[src/hdl/jsu_pkg.sv]
`timescale 1ns / 1ps

package jsu_pkg;

    localparam int CP_W = 21;

    typedef struct packed {
        logic [2:0]      n_bytes;
        logic [CP_W-1:0] cp;
        logic            has_status;
        logic [3:0]      status;
    } jsu_entry_t;

    localparam logic [3:0] ST_OK          = 4'd0;
    localparam logic [3:0] ST_NO_OPEN     = 4'd1;
    localparam logic [3:0] ST_END_ESC     = 4'd2;
    localparam logic [3:0] ST_END_HEX     = 4'd3;
    localparam logic [3:0] ST_BAD_HEX     = 4'd4;
    localparam logic [3:0] ST_NO_BSLASH   = 4'd5;
    localparam logic [3:0] ST_NO_U        = 4'd6;
    localparam logic [3:0] ST_NO_LOW      = 4'd7;
    localparam logic [3:0] ST_NO_CLOSE    = 4'd8;
    localparam logic [3:0] ST_TRAILING    = 4'd9;

    localparam logic KIND_DATA   = 1'b0;
    localparam logic KIND_STATUS = 1'b1;

    localparam logic [7:0] CH_QUOTE  = 8'h22;
    localparam logic [7:0] CH_BSLASH = 8'h5c;
    localparam logic [7:0] CH_B      = 8'h62;
    localparam logic [7:0] CH_F      = 8'h66;
    localparam logic [7:0] CH_N      = 8'h6e;
    localparam logic [7:0] CH_R      = 8'h72;
    localparam logic [7:0] CH_T      = 8'h74;
    localparam logic [7:0] CH_U      = 8'h75;

    localparam logic [15:0] SURR_MASK = 16'hfc00;
    localparam logic [15:0] SURR_HIGH = 16'hd800;
    localparam logic [15:0] SURR_LOW  = 16'hdc00;
    localparam logic [CP_W-1:0] SUPP_BASE = 21'h10000;

endpackage

[src/hdl/jsu_front.sv]
`timescale 1ns / 1ps

module jsu_front
    import jsu_pkg::*;
(
    input  logic       clk,
    input  logic       rst_n,
    input  logic       accept,
    input  logic [7:0] in_byte,
    input  logic       end_of_string,
    output logic       q_push,
    output jsu_entry_t q_entry
);

    typedef enum logic [3:0] {
        PH_OPEN,
        PH_BODY,
        PH_ESC,
        PH_HEX1,
        PH_NEED_BS,
        PH_NEED_U,
        PH_HEX2,
        PH_CLOSED,
        PH_ERROR
    } phase_t;

    phase_t      phase_reg, phase_next;
    logic [15:0] acc_reg, acc_next;
    logic [1:0]  cnt_reg, cnt_next;
    logic [9:0]  hi_reg, hi_next;
    logic [3:0]  err_reg, err_next;

    logic [3:0]      digit;
    logic            digit_ok;
    logic [15:0]     acc_sh;
    logic [2:0]      n_bytes;
    logic [CP_W-1:0] cp;
    logic [3:0]      st;
    logic [3:0]      fail_code;
    logic            fail_now;

    always_comb
    begin
        digit    = 4'd0;
        digit_ok = 1'b1;
        if (in_byte >= 8'h30 && in_byte <= 8'h39)
        begin
            digit = 4'(in_byte - 8'h30);
        end
        else if (in_byte >= 8'h61 && in_byte <= 8'h66)
        begin
            digit = 4'(in_byte - 8'h57);
        end
        else if (in_byte >= 8'h41 && in_byte <= 8'h46)
        begin
            digit = 4'(in_byte - 8'h37);
        end
        else
        begin
            digit_ok = 1'b0;
        end
    end

    assign acc_sh = {acc_reg[11:0], digit};

    always_comb
    begin
        phase_next = phase_reg;
        acc_next   = acc_reg;
        cnt_next   = cnt_reg;
        hi_next    = hi_reg;
        n_bytes    = 3'd0;
        cp         = {{(CP_W-8){1'b0}}, in_byte};
        fail_now   = 1'b0;
        fail_code  = ST_OK;

        unique case (phase_reg)
            PH_OPEN:
            begin
                if (in_byte == CH_QUOTE)
                    phase_next = PH_BODY;
                else
                begin
                    fail_now  = 1'b1;
                    fail_code = ST_NO_OPEN;
                end
            end
            PH_BODY:
            begin
                if (in_byte == CH_QUOTE)
                    phase_next = PH_CLOSED;
                else if (in_byte == CH_BSLASH)
                    phase_next = PH_ESC;
                else
                    n_bytes = 3'd1;
            end
            PH_ESC:
            begin
                phase_next = PH_BODY;
                n_bytes    = 3'd1;
                unique case (in_byte)
                    CH_B: cp = CP_W'(8'h08);
                    CH_F: cp = CP_W'(8'h0c);
                    CH_N: cp = CP_W'(8'h0a);
                    CH_R: cp = CP_W'(8'h0d);
                    CH_T: cp = CP_W'(8'h09);
                    CH_U:
                    begin
                        phase_next = PH_HEX1;
                        acc_next   = 16'd0;
                        cnt_next   = 2'd0;
                        n_bytes    = 3'd0;
                    end
                    default: cp = {{(CP_W-8){1'b0}}, in_byte};
                endcase
            end
            PH_HEX1:
            begin
                if (!digit_ok)
                begin
                    fail_now  = 1'b1;
                    fail_code = ST_BAD_HEX;
                end
                else if (cnt_reg == 2'd3)
                begin
                    cnt_next = 2'd0;
                    acc_next = 16'd0;
                    if ((acc_sh & SURR_MASK) == SURR_HIGH)
                    begin
                        hi_next    = acc_sh[9:0];
                        phase_next = PH_NEED_BS;
                    end
                    else
                    begin
                        cp         = {{(CP_W-16){1'b0}}, acc_sh};
                        phase_next = PH_BODY;
                        if (acc_sh <= 16'h007f)
                            n_bytes = 3'd1;
                        else if (acc_sh <= 16'h07ff)
                            n_bytes = 3'd2;
                        else
                            n_bytes = 3'd3;
                    end
                end
                else
                begin
                    acc_next = acc_sh;
                    cnt_next = cnt_reg + 2'd1;
                end
            end
            PH_NEED_BS:
            begin
                if (in_byte == CH_BSLASH)
                    phase_next = PH_NEED_U;
                else
                begin
                    fail_now  = 1'b1;
                    fail_code = ST_NO_BSLASH;
                end
            end
            PH_NEED_U:
            begin
                if (in_byte == CH_U)
                begin
                    phase_next = PH_HEX2;
                    acc_next   = 16'd0;
                    cnt_next   = 2'd0;
                end
                else
                begin
                    fail_now  = 1'b1;
                    fail_code = ST_NO_U;
                end
            end
            PH_HEX2:
            begin
                if (!digit_ok)
                begin
                    fail_now  = 1'b1;
                    fail_code = ST_BAD_HEX;
                end
                else if (cnt_reg == 2'd3)
                begin
                    cnt_next = 2'd0;
                    acc_next = 16'd0;
                    if ((acc_sh & SURR_MASK) != SURR_LOW)
                    begin
                        fail_now  = 1'b1;
                        fail_code = ST_NO_LOW;
                    end
                    else
                    begin
                        cp         = SUPP_BASE + {1'b0, hi_reg, acc_sh[9:0]};
                        n_bytes    = 3'd4;
                        phase_next = PH_BODY;
                    end
                end
                else
                begin
                    acc_next = acc_sh;
                    cnt_next = cnt_reg + 2'd1;
                end
            end
            PH_CLOSED:
            begin
                fail_now  = 1'b1;
                fail_code = ST_TRAILING;
            end
            default:
            begin
                phase_next = PH_ERROR;
            end
        endcase

        err_next = err_reg;
        if (fail_now)
        begin
            phase_next = PH_ERROR;
            if (err_reg == ST_OK)
                err_next = fail_code;
        end

        st = err_next;
        if (err_next == ST_OK)
        begin
            unique case (phase_next)
                PH_OPEN:    st = ST_NO_OPEN;
                PH_BODY:    st = ST_NO_CLOSE;
                PH_ESC:     st = ST_END_ESC;
                PH_HEX1:    st = ST_END_HEX;
                PH_HEX2:    st = ST_END_HEX;
                PH_NEED_BS: st = ST_NO_BSLASH;
                PH_NEED_U:  st = ST_NO_U;
                default:    st = ST_OK;
            endcase
        end
    end

    assign q_push             = accept && (n_bytes != 3'd0 || end_of_string);
    assign q_entry.n_bytes    = n_bytes;
    assign q_entry.cp         = cp;
    assign q_entry.has_status = end_of_string;
    assign q_entry.status     = end_of_string ? st : ST_OK;

    always_ff @(posedge clk or negedge rst_n)
    begin
        if (!rst_n)
        begin
            phase_reg <= PH_OPEN;
            acc_reg   <= 16'd0;
            cnt_reg   <= 2'd0;
            hi_reg    <= 10'd0;
            err_reg   <= ST_OK;
        end
        else if (accept)
        begin
            if (end_of_string)
            begin
                phase_reg <= PH_OPEN;
                acc_reg   <= 16'd0;
                cnt_reg   <= 2'd0;
                hi_reg    <= 10'd0;
                err_reg   <= ST_OK;
            end
            else
            begin
                phase_reg <= phase_next;
                acc_reg   <= acc_next;
                cnt_reg   <= cnt_next;
                hi_reg    <= hi_next;
                err_reg   <= err_next;
            end
        end
    end

endmodule

[src/hdl/jsu_queue.sv]
`timescale 1ns / 1ps

module jsu_queue
    import jsu_pkg::*;
#(
    parameter int DEPTH = 4
)
(
    input  logic       clk,
    input  logic       rst_n,
    input  logic       push,
    input  jsu_entry_t push_entry,
    output logic       full,
    input  logic       pop,
    output jsu_entry_t head,
    output logic       empty
);

    localparam int AW = (DEPTH > 1) ? $clog2(DEPTH) : 1;
    localparam int CW = $clog2(DEPTH + 1);

    jsu_entry_t    slots [DEPTH];
    logic [AW-1:0] wr_ptr_reg, wr_ptr_next;
    logic [AW-1:0] rd_ptr_reg, rd_ptr_next;
    logic [CW-1:0] count_reg, count_next;
    logic          do_push, do_pop;

    assign full    = (count_reg == CW'(DEPTH));
    assign empty   = (count_reg == CW'(0));
    assign do_push = push && !full;
    assign do_pop  = pop && !empty;
    assign head    = slots[rd_ptr_reg];

    always_comb
    begin
        wr_ptr_next = wr_ptr_reg;
        rd_ptr_next = rd_ptr_reg;
        count_next  = count_reg;
        if (do_push)
            wr_ptr_next = (wr_ptr_reg == AW'(DEPTH - 1)) ? AW'(0) : wr_ptr_reg + AW'(1);
        if (do_pop)
            rd_ptr_next = (rd_ptr_reg == AW'(DEPTH - 1)) ? AW'(0) : rd_ptr_reg + AW'(1);
        if (do_push && !do_pop)
            count_next = count_reg + CW'(1);
        else if (do_pop && !do_push)
            count_next = count_reg - CW'(1);
    end

    always_ff @(posedge clk)
    begin
        if (do_push)
            slots[wr_ptr_reg] <= push_entry;
    end

    always_ff @(posedge clk or negedge rst_n)
    begin
        if (!rst_n)
        begin
            wr_ptr_reg <= '0;
            rd_ptr_reg <= '0;
            count_reg  <= '0;
        end
        else
        begin
            wr_ptr_reg <= wr_ptr_next;
            rd_ptr_reg <= rd_ptr_next;
            count_reg  <= count_next;
        end
    end

endmodule

[src/hdl/jsu_back.sv]
`timescale 1ns / 1ps

module jsu_back
    import jsu_pkg::*;
(
    input  logic       clk,
    input  logic       rst_n,
    input  jsu_entry_t head,
    input  logic       q_empty,
    output logic       q_pop,
    input  logic       pop,
    output logic       empty,
    output logic       out_kind,
    output logic [7:0] out_byte,
    output logic [3:0] status,
    output logic       last
);

    logic [2:0] idx_reg, idx_next;
    logic       valid_reg;
    logic       kind_reg;
    logic [7:0] byte_reg;
    logic [3:0] status_reg;
    logic       last_reg;

    logic [2:0] total;
    logic       load;
    logic       item_last;
    logic       item_kind;
    logic [7:0] item_byte;
    logic [3:0] item_status;

    assign total     = head.n_bytes + {2'b00, head.has_status};
    assign load      = (!valid_reg || (pop && valid_reg)) && !q_empty;
    assign item_last = (idx_reg == total - 3'd1);
    assign q_pop     = load && item_last;
    assign idx_next  = item_last ? 3'd0 : idx_reg + 3'd1;

    always_comb
    begin
        item_kind   = KIND_DATA;
        item_byte   = 8'h00;
        item_status = ST_OK;
        if (idx_reg == head.n_bytes)
        begin
            item_kind   = KIND_STATUS;
            item_status = head.status;
        end
        else
        begin
            unique case (head.n_bytes)
                3'd1: item_byte = head.cp[7:0];
                3'd2:
                begin
                    unique case (idx_reg)
                        3'd0:    item_byte = {3'b110, head.cp[10:6]};
                        default: item_byte = {2'b10, head.cp[5:0]};
                    endcase
                end
                3'd3:
                begin
                    unique case (idx_reg)
                        3'd0:    item_byte = {4'b1110, head.cp[15:12]};
                        3'd1:    item_byte = {2'b10, head.cp[11:6]};
                        default: item_byte = {2'b10, head.cp[5:0]};
                    endcase
                end
                3'd4:
                begin
                    unique case (idx_reg)
                        3'd0:    item_byte = {5'b11110, head.cp[20:18]};
                        3'd1:    item_byte = {2'b10, head.cp[17:12]};
                        3'd2:    item_byte = {2'b10, head.cp[11:6]};
                        default: item_byte = {2'b10, head.cp[5:0]};
                    endcase
                end
                default: item_byte = 8'h00;
            endcase
        end
    end

    always_ff @(posedge clk)
    begin
        if (load)
        begin
            kind_reg   <= item_kind;
            byte_reg   <= item_byte;
            status_reg <= item_status;
            last_reg   <= item_last;
        end
    end

    always_ff @(posedge clk or negedge rst_n)
    begin
        if (!rst_n)
        begin
            valid_reg <= 1'b0;
            idx_reg   <= 3'd0;
        end
        else
        begin
            if (load)
            begin
                valid_reg <= 1'b1;
                idx_reg   <= idx_next;
            end
            else if (pop && valid_reg)
            begin
                valid_reg <= 1'b0;
            end
        end
    end

    assign empty    = !valid_reg;
    assign out_kind = kind_reg;
    assign out_byte = byte_reg;
    assign status   = status_reg;
    assign last     = last_reg;

    a_idx_idle: assert property (@(posedge clk) disable iff (!rst_n)
        q_empty |-> idx_reg == 3'd0)
        else $error("sub-item index left nonzero with no pending entry");

    a_idx_bound: assert property (@(posedge clk) disable iff (!rst_n)
        !q_empty |-> idx_reg < total)
        else $error("sub-item index past the entry's item count");

    a_status_last: assert property (@(posedge clk) disable iff (!rst_n)
        (valid_reg && kind_reg == KIND_STATUS) |-> last_reg)
        else $error("status item not marked last");

    a_idx_step: assert property (@(posedge clk) disable iff (!rst_n)
        (load && !item_last) |=> idx_reg == $past(idx_reg) + 3'd1)
        else $error("sub-item index did not advance");

endmodule

[src/hdl/json_string_unescape_to_utf8.sv]
// Path: a transfer writes its result into a queue slot; the back end then loads it into
// the output register, which holds while an earlier result there is not yet popped.
// Throughput: one input per cycle until full rises; an input yielding k results holds
// the back end until all k are loaded; up to QUEUE_DEPTH entries absorb multi-byte bursts.
// Output: one result per cycle while pop stays high and results are pending.
// Reset: asynchronous, active low; clears parse state, queue pointers and output valid.
`timescale 1ns / 1ps

module json_string_unescape_to_utf8
    import jsu_pkg::*;
#(
    parameter int QUEUE_DEPTH = 4
)
(
    input  logic       clk,
    input  logic       rst_n,
    input  logic       push,
    output logic       full,
    input  logic [7:0] in_byte,
    input  logic       end_of_string,
    output logic       empty,
    input  logic       pop,
    output logic       out_kind,
    output logic [7:0] out_byte,
    output logic [3:0] status,
    output logic       last
);

    jsu_entry_t q_entry;
    jsu_entry_t q_head;
    logic       q_push;
    logic       q_pop;
    logic       q_empty;
    logic       accept;

    assign accept = push && !full;

    jsu_front u_front (
        .clk           (clk),
        .rst_n         (rst_n),
        .accept        (accept),
        .in_byte       (in_byte),
        .end_of_string (end_of_string),
        .q_push        (q_push),
        .q_entry       (q_entry)
    );

    jsu_queue #(
        .DEPTH (QUEUE_DEPTH)
    ) u_queue (
        .clk        (clk),
        .rst_n      (rst_n),
        .push       (q_push),
        .push_entry (q_entry),
        .full       (full),
        .pop        (q_pop),
        .head       (q_head),
        .empty      (q_empty)
    );

    jsu_back u_back (
        .clk      (clk),
        .rst_n    (rst_n),
        .head     (q_head),
        .q_empty  (q_empty),
        .q_pop    (q_pop),
        .pop      (pop),
        .empty    (empty),
        .out_kind (out_kind),
        .out_byte (out_byte),
        .status   (status),
        .last     (last)
    );

endmodule
[config.mk]
export PLATFORM = sky130hd
export DESIGN_NAME = json_string_unescape_to_utf8
export DESIGN_NICKNAME = d
export VERILOG_FILES = /design/src/hdl/jsu_pkg.sv /design/src/hdl/jsu_front.sv /design/src/hdl/jsu_queue.sv /design/src/hdl/jsu_back.sv /design/src/hdl/json_string_unescape_to_utf8.sv
export SDC_FILE = /design/constraint.sdc
export NUM_CORES = 1
export LEC_CHECK = 0
export BUFFER_PORTS_ARGS = -buffer_cell sky130_fd_sc_hd__buf_2
export CORE_MARGIN = 4
export CORE_UTILIZATION = 45
export DETAILED_ROUTE_END_ITERATION = 6
export GPL_TIMING_DRIVEN = 0
export SYNTH_ARGS = -nofsm -noshare
export SYNTH_HDL_FRONTEND = slang
export SYNTH_SLANG_ARGS = --single-unit
[constraint.sdc]
create_clock -name clk -period 4.48 [get_ports clk]
set_clock_uncertainty 0.05 [all_clocks]
set_input_delay 0.896 -clock clk [delete_from_list [all_inputs] [get_ports clk]]
set_output_delay 0.896 -clock clk [all_outputs]
set_load 0.02 [all_outputs]
==> summary.txt, run 1 <==
Outcome
  • Status: completed

Worst setup path
  • CP Class: flop to flop
  • CP required: 4.74 ns
  • Critical Path Fanout Max: 10
  • Reg2reg start: u_queue.rd_ptr_reg[0]
  • CP startpoint: u_queue.rd_ptr_reg[0]
  • Startpoint Class: flop
  • Arrival @ worst endpoint: about 4.4 ns
  • Endpoint class of the critical path: flop

STA
  • Worst-Margin Slew: 1.119 ns
  • Slew Limit Fails: 0
  • Setup violators final: 0
  • Hold WS: around 0.43 ns
  • Final-report hold violation count: 0
  • Peak Freq: 240.0 MHz
  • Period minus WS final: ~4.2 ns
  • Period Utilization, post-route: between 90% and 100%
  • Total negative slack: 0 ns
  • RSZ-0062 raised after global routing: no
  • Relative slew slack: 25.40%

Synthesis
  • Syn_area_per_cell: 13.21 um^2
  • Compound-Gate Fraction of Synth Area: between 10% and 20%
  • Number of enable flip-flop cells after synthesis: 130
  • Post-Synth Adder-Cell Area: under 10%
  • Largest family of logic cells by synthesized area: compound AO/OA/AOI/OAI gates
  • Seq/Total Area, Yosys: 59.63%
  • Post-synthesis instance total: 632
  • Yosys warns: 0
  • Mapped cell area: 0.008352 mm^2
  • Unique masters post-synth: 70
  • Syn nets: around 660
  • Synth Area in XOR/XNOR: 1.678%
  • Yosys reg bits: 173
  • Post-synth top flop: edfxtp_1
  • Asr flop ratio synth: 24.86%
  • Mux share of post-synthesis cell area: between 8 and 9%
  • Post-Synth Simple-Gate Area: 11.57%

Route
  • Length of the first detailed-routing pass in iterations: 5
  • Total Wirelength: 18990 um
  • Drt initial violations: 331
  • Avg WL per Cell: 20.67 um
  • Via count: 5417
  • DR vias/cell: roughly 5.9
  • Drc violations: 0
  • Routed Antenna Nets: 0

Cells and area
  • Final net count: 710
  • Area Growth Syn to Fin: 12.49%
  • Share of layout cells above drive strength 1: approximately 17%
  • Ant. Diodes: 0
  • Max reg flops: about 120
  • Most common cell after layout, fill and taps aside: edfxtp_1
  • Most frequent cells in the layout: edfxtp_1, dfrtp_1, nand2_1
  • Filler instances: 1549
  • Layout Utilization: between 50% and 60%

Floorplanning
  • Die Ht: 144.2 um
  • I/O Pins: 29
  • Row cnt: 49
  • Die area: roughly 0.021 mm^2
  • Starting Density: 46.18%
  • Core area: roughly 0.018 mm^2
  • Die W: 144.2 um

Clock tree
  • Clock latency on the worst-skew pair: 0.42 ns
  • CTS tree: done
  • Total CTS buffers: 17
  • Reg clk slew, reported paths: 0.06 ns
  • Max Root-Sink Buffers: 2
  • # H-tree levels: 4
  • Post-cts sizing count: 0
  • CTS Hold Bufs: 0
  • Clock Sink Count: 173
  • Root Buffer Master: clkbuf_16
  • Post-CTS Setup Repair Bufs: 0

Power
  • PD cells: 572.6 mW/mm^2
  • Leakage Power: 3.428 nW
  • Overall power: 5.379 mW
  • Max VDD drop: approximately 0.27 mV

Flow run
  • Max-cap violations: 0

Min path
  • Min-delay worst type: flop to flop
  • Hold path start: u_front.hi_reg[4]

Place
  • I/O Buffers: 26
  • RD Place Congestion: 0.9513
  • Hpwl dp: about 14000 um

Global routing
  • Total GRT Usage: 19.26%
  • Initial antenna violation count: 0
  • Vias in the first global route: 5504
  • First-pass GRT wire length: 30240 um
  • Largest net degree at the start of global routing: 44
  • Total grt overflow: 0
cells in the mapped netlist, types with 5 or more instances:
cell type | instances | area (um^2)
a21oi_1 | 36 | 180.2
a22o_1 | 24 | 210.2
a22oi_1 | 10 | 75.07
a31oi_1 | 5 | 31.28
and2_1 | 10 | 62.56
and3_1 | 5 | 31.28
buf_2 | 9 | 45.04
clkbuf_1 | 19 | 71.32
dfrtp_1 | 43 | 1076
edfxtp_1 | 130 | 3904
ha_1 | 18 | 225.2
inv_1 | 27 | 101.4
mux4_2 | 29 | 653.1
nand2_1 | 42 | 157.7
nand2b_1 | 8 | 50.05
nand3_1 | 9 | 45.04
nor2_1 | 30 | 112.6
nor2b_1 | 10 | 62.56
nor3_1 | 16 | 80.08
nor3b_1 | 5 | 37.54
nor4_1 | 7 | 43.79
o21ai_0 | 33 | 165.2
o22ai_1 | 6 | 37.54
xnor2_1 | 11 | 96.34
xor2_1 | 5 | 43.79
kinds of logic after synthesis:
| group | Yosys count |
|---|---|
| AOI/OAI and AO/OA | 156 |
| xor gates and xnor gates | 16 |
| adders and majority gates | 19 |
| buffers and inverters | 59 |
| DFF | 173 |
| muxes | 35 |
| and+or+nand+nor | 174 |
metrics by stage:
| stage | worst slack (ns) | std cells | instance area [um^2] |
|---|---|---|---|
| after global routing | 0.007124 | 919 | 9395 |
| final | 0.3133 | 919 | 9395 |
| after global placement | -0.4707 | 887 | 8768 |
| after CTS | 0.1285 | 919 | 9392 |
| after floorplan | 0.7092 | 632 | 8352 |
| after detailed placement | 0.01670 | 888 | 8792 |
path summary, 6_finish.rpt:
path / endpoint / slack (ns) / depth (start not counted)
worst min register to register: u_front.hi_reg[4] / 0.43 / 2
worst max register to register: u_queue.count_reg[1] / 0.31 / 14
worst min-delay path: u_front.hi_reg[4] / 0.43 / 2
min in group asynchronous: u_back.idx_reg[2] / 0.65 / 1
worst max-delay path: u_queue.count_reg[1] / 0.31 / 14
max in group asynchronous: u_front.phase_reg[0] / 3.05 / 1
layout make-up:
type                    instances  area, um^2  share of cell area, %
inverters                      28       105.1                  1.119
well taps                     229       286.5                  3.050
flip-flops and latches        173        4980                  53.00
plain buffers                  31       138.9                  1.478
clock inverters                11       142.6                  1.518
repair buffers                 27       145.1                  1.545
multi-input cells             400        3141                  33.43
clock buffers                  20       456.7                  4.861
power by group:
group	internal [mW]	switching, mW
logic	0.727	1.05
registers	2.02	0.104
clock network	0.901	0.575
worst max-delay path, stage by stage (launching register included):
cell and delay (ns):
dfrtp_1 0.34, clkbuf_1 0.26, buf_2 0.37, clkbuf_4 0.36, mux4_2 0.54, inv_1 0.08
ha_1 0.15, ha_1 0.23, xnor2_1 0.13, nor3_2 0.28, nand2_1 0.21, ha_1 0.28
inv_1 0.07, fa_1 0.41, mux2_2 0.27
metal layers:
metal	vias to the layer above	track usage (%)	share of wire (%)
met2	131	31.77	50
met1	2712	25.26	44
met4	0	6.873	2.3
li1	2542	-	-
met5	-	0	0
met3	32	4.332	3.8
No activity file was read; power rests on OpenSTA's default activity.
==> run 2, diff against run 1 <==
--- a/config.mk
+++ b/config.mk
@@ -6,9 +6,9 @@
 export NUM_CORES = 1
 export LEC_CHECK = 0
 export BUFFER_PORTS_ARGS = -buffer_cell sky130_fd_sc_hd__buf_2
-export CORE_MARGIN = 4
 export CORE_UTILIZATION = 45
 export DETAILED_ROUTE_END_ITERATION = 6
+export GPL_ROUTABILITY_DRIVEN = 0
 export GPL_TIMING_DRIVEN = 0
 export SYNTH_ARGS = -nofsm -noshare
 export SYNTH_HDL_FRONTEND = slang
==> constraint.sdc (replaced) <==
create_clock -name clk -period 3.4 [get_ports clk]
set_clock_uncertainty 0.05 [all_clocks]
set_input_delay 0.68 -clock clk [delete_from_list [all_inputs] [get_ports clk]]
set_output_delay 0.68 -clock clk [all_outputs]
set_load 0.02 [all_outputs]
==> run 2 against run 1 <==
Effect of this change:
- the run now ends with design-rule violations left
- cell count rose by 0.76%
- worst setup slack worse by 0.22 ns
- die area fell by 8.1%
- core utilization rose by 0.85 points
- largest cell class unchanged
- highest routed layer unchanged
==> summary.txt, run 2 (same netlist as run 1, synthesis figures left out) <==
Outcome
  • Status: finished, violations left
  • Failing checks: design-rule violations

Global routing
  • Total GRT Usage: between 20% and 30%
  • Largest net degree at the start of global routing: 44
  • Vias in the first global route: 5558
  • Initial antenna violation count: 0
  • M3 GR Usage: between 4 and 5%
  • Gr busiest metal: met2
  • Total grt overflow: 0
  • First-pass GRT wire length: 30510 um
  • GR Util met1: 26.43%
  • GR Util met2: 36.06%

Cells and area
  • Final net count: 716
  • Share of layout cells above drive strength 1: 21.52%
  • Max reg flops: 116
  • Area occupied by multi-input gates: between 0.003 and 0.004 mm^2
  • Area Growth Syn to Fin: 14.34%
  • Design area: 0.009549 mm^2
  • Ant. Diodes: 0
  • Register area: ~0.005 mm^2
  • Most common cell after layout, fill and taps aside: edfxtp_1
  • Most frequent cells in the layout: edfxtp_1, nand2_1, dfrtp_1
  • Filler instances: 1502

Clock tree
  • Max Root-Sink Buffers: 2
  • # H-tree levels: 4
  • Clock latency on the worst-skew pair: approximately 0.44 ns
  • Root Buffer Master: clkbuf_16
  • CTS tree: done
  • Reg clk slew, reported paths: 0.06 ns
  • CTS Hold Bufs: 0
  • Total CTS buffers: 17
  • Clock Sink Count: 173

Route
  • Via count: 5530
  • Routed Antenna Nets: 0
  • DR vias/cell: between 5 and 6
  • Drc violations: 4
  • Total Wirelength: 19190 um
  • Length of the first detailed-routing pass in iterations: 7
  • Avg WL per Cell: 20.72 um
  • Drt initial violations: 482

Floorplanning
  • Row cnt: 49
  • Die W: 138.2 um
  • Core area: 0.01809 mm^2
  • Die Ht: 138.2 um
  • Die area: 0.01911 mm^2
  • I/O Pins: 29
  • Starting Density: between 40 and 50%

STA
  • Worst-Margin Slew: 1.175 ns
  • Period Utilization, post-route: 97.39%
  • Setup violators final: 0
  • Final Worst Setup Slack: ~0.089 ns
  • Peak Freq: 302.0 MHz
  • Final-report hold violation count: 0
  • Slew Limit Fails: 0
  • Period minus WS final: 3.311 ns
  • Relative slew slack: 20.93%

Place
  • Hpwl dp: 13630 um
  • I/O Buffers: 26
  • Placed inst area: 0.008826 mm^2
  • Dpl ws: -0.8782 ns

Worst setup path
  • CP required: 3.66 ns
  • Arrival @ worst endpoint: 3.58 ns
  • CP Class: primary input to flop
  • Endpoint class of the critical path: flop
  • Startpoint Class: primary input
  • Critical Path Fanout Max: 8

Min path
  • Min-delay worst type: primary input to flop

Flow run
  • Max-cap violations: 0

Power
  • Max VDD drop: 0.3668 mV
  • Leakage Power: 3.436 nW
  • PD cells: between 700 and 800 mW/mm^2
## run 2: per-stage QoR
stage	std cells	utilization (%)	TNS (ns)	total power, mW	hold slack (ns)
3_5_place_dp	888	48.80	-100.67	5.232	0.4311
6_report	926	52.80	0	7.094	0.3976
2_1_floorplan	632	-	-0.06233	4.572	0.3344
3_3_place_gp	887	48.70	-90.96	5.123	0.4192
4_1_cts	922	52.29	0	7.108	0.3809
5_1_grt	926	52.80	-0.01244	7.474	0.4291
## run 2: critical path: stages
cell	delay, ns
clkbuf_4	0.16
inv_2	0.06
ha_2	0.21
o21ba_2	0.23
o21a_4	0.23
o211a_4	0.29
a221o_1	0.34
nor3_2	0.28
a21oi_4	0.12
ha_2	0.23
inv_2	0.06
fa_2	0.42
mux2_2	0.27
## run 2: area by class of cell
cell class                      count  area share, %
Multi-Input combinational cell    400          33.99
Buffer                             29          1.690
Tap cell                          229          3.001
Sequential cell                   173          52.18
Inverter                           28          1.101
Timing Repair Buffer               35          2.201
Clock inverter                     13          1.310
Clock buffer                       19          4.534
## run 2: path summary, 6_finish.rpt
check	startpoint	to	slack [ns]	cells past startpoint
min in group asynchronous	rst_n	u_front.hi_reg[5]	0.41	1
hold reg to reg	u_front.hi_reg[4]	u_front.hi_reg[4]	0.45	2
hold / removal	pop	u_back.valid_reg	0.40	2
max in group asynchronous	rst_n	u_front.acc_reg[11]	2.15	1
setup reg to reg	u_front.acc_reg[11]	u_queue.count_reg[1]	0.11	9
setup / recovery	in_byte[1]	u_queue.count_reg[1]	0.09	13
## run 2: power by group
group	total [mW]	internal [mW]	switching (mW)
clock network	1.84	1.07	0.774
logic	2.45	1.03	1.42
registers	2.80	2.66	0.143
## run 2: per-layer routing
layer	wire (um)	vias up
met5	0	-
met4	497	0
met3	808	37
met2	9587	164
met1	8293	2777
li1	-	2552
## run 2: timing repair
item,4_1_cts,5_1_grt
endpoints found under the hold margin,0,0
gates resized for setup,14,22
cloned,0,0
buffers inserted,4,4
pin swaps,3,2
setup endpoints to repair,133,76
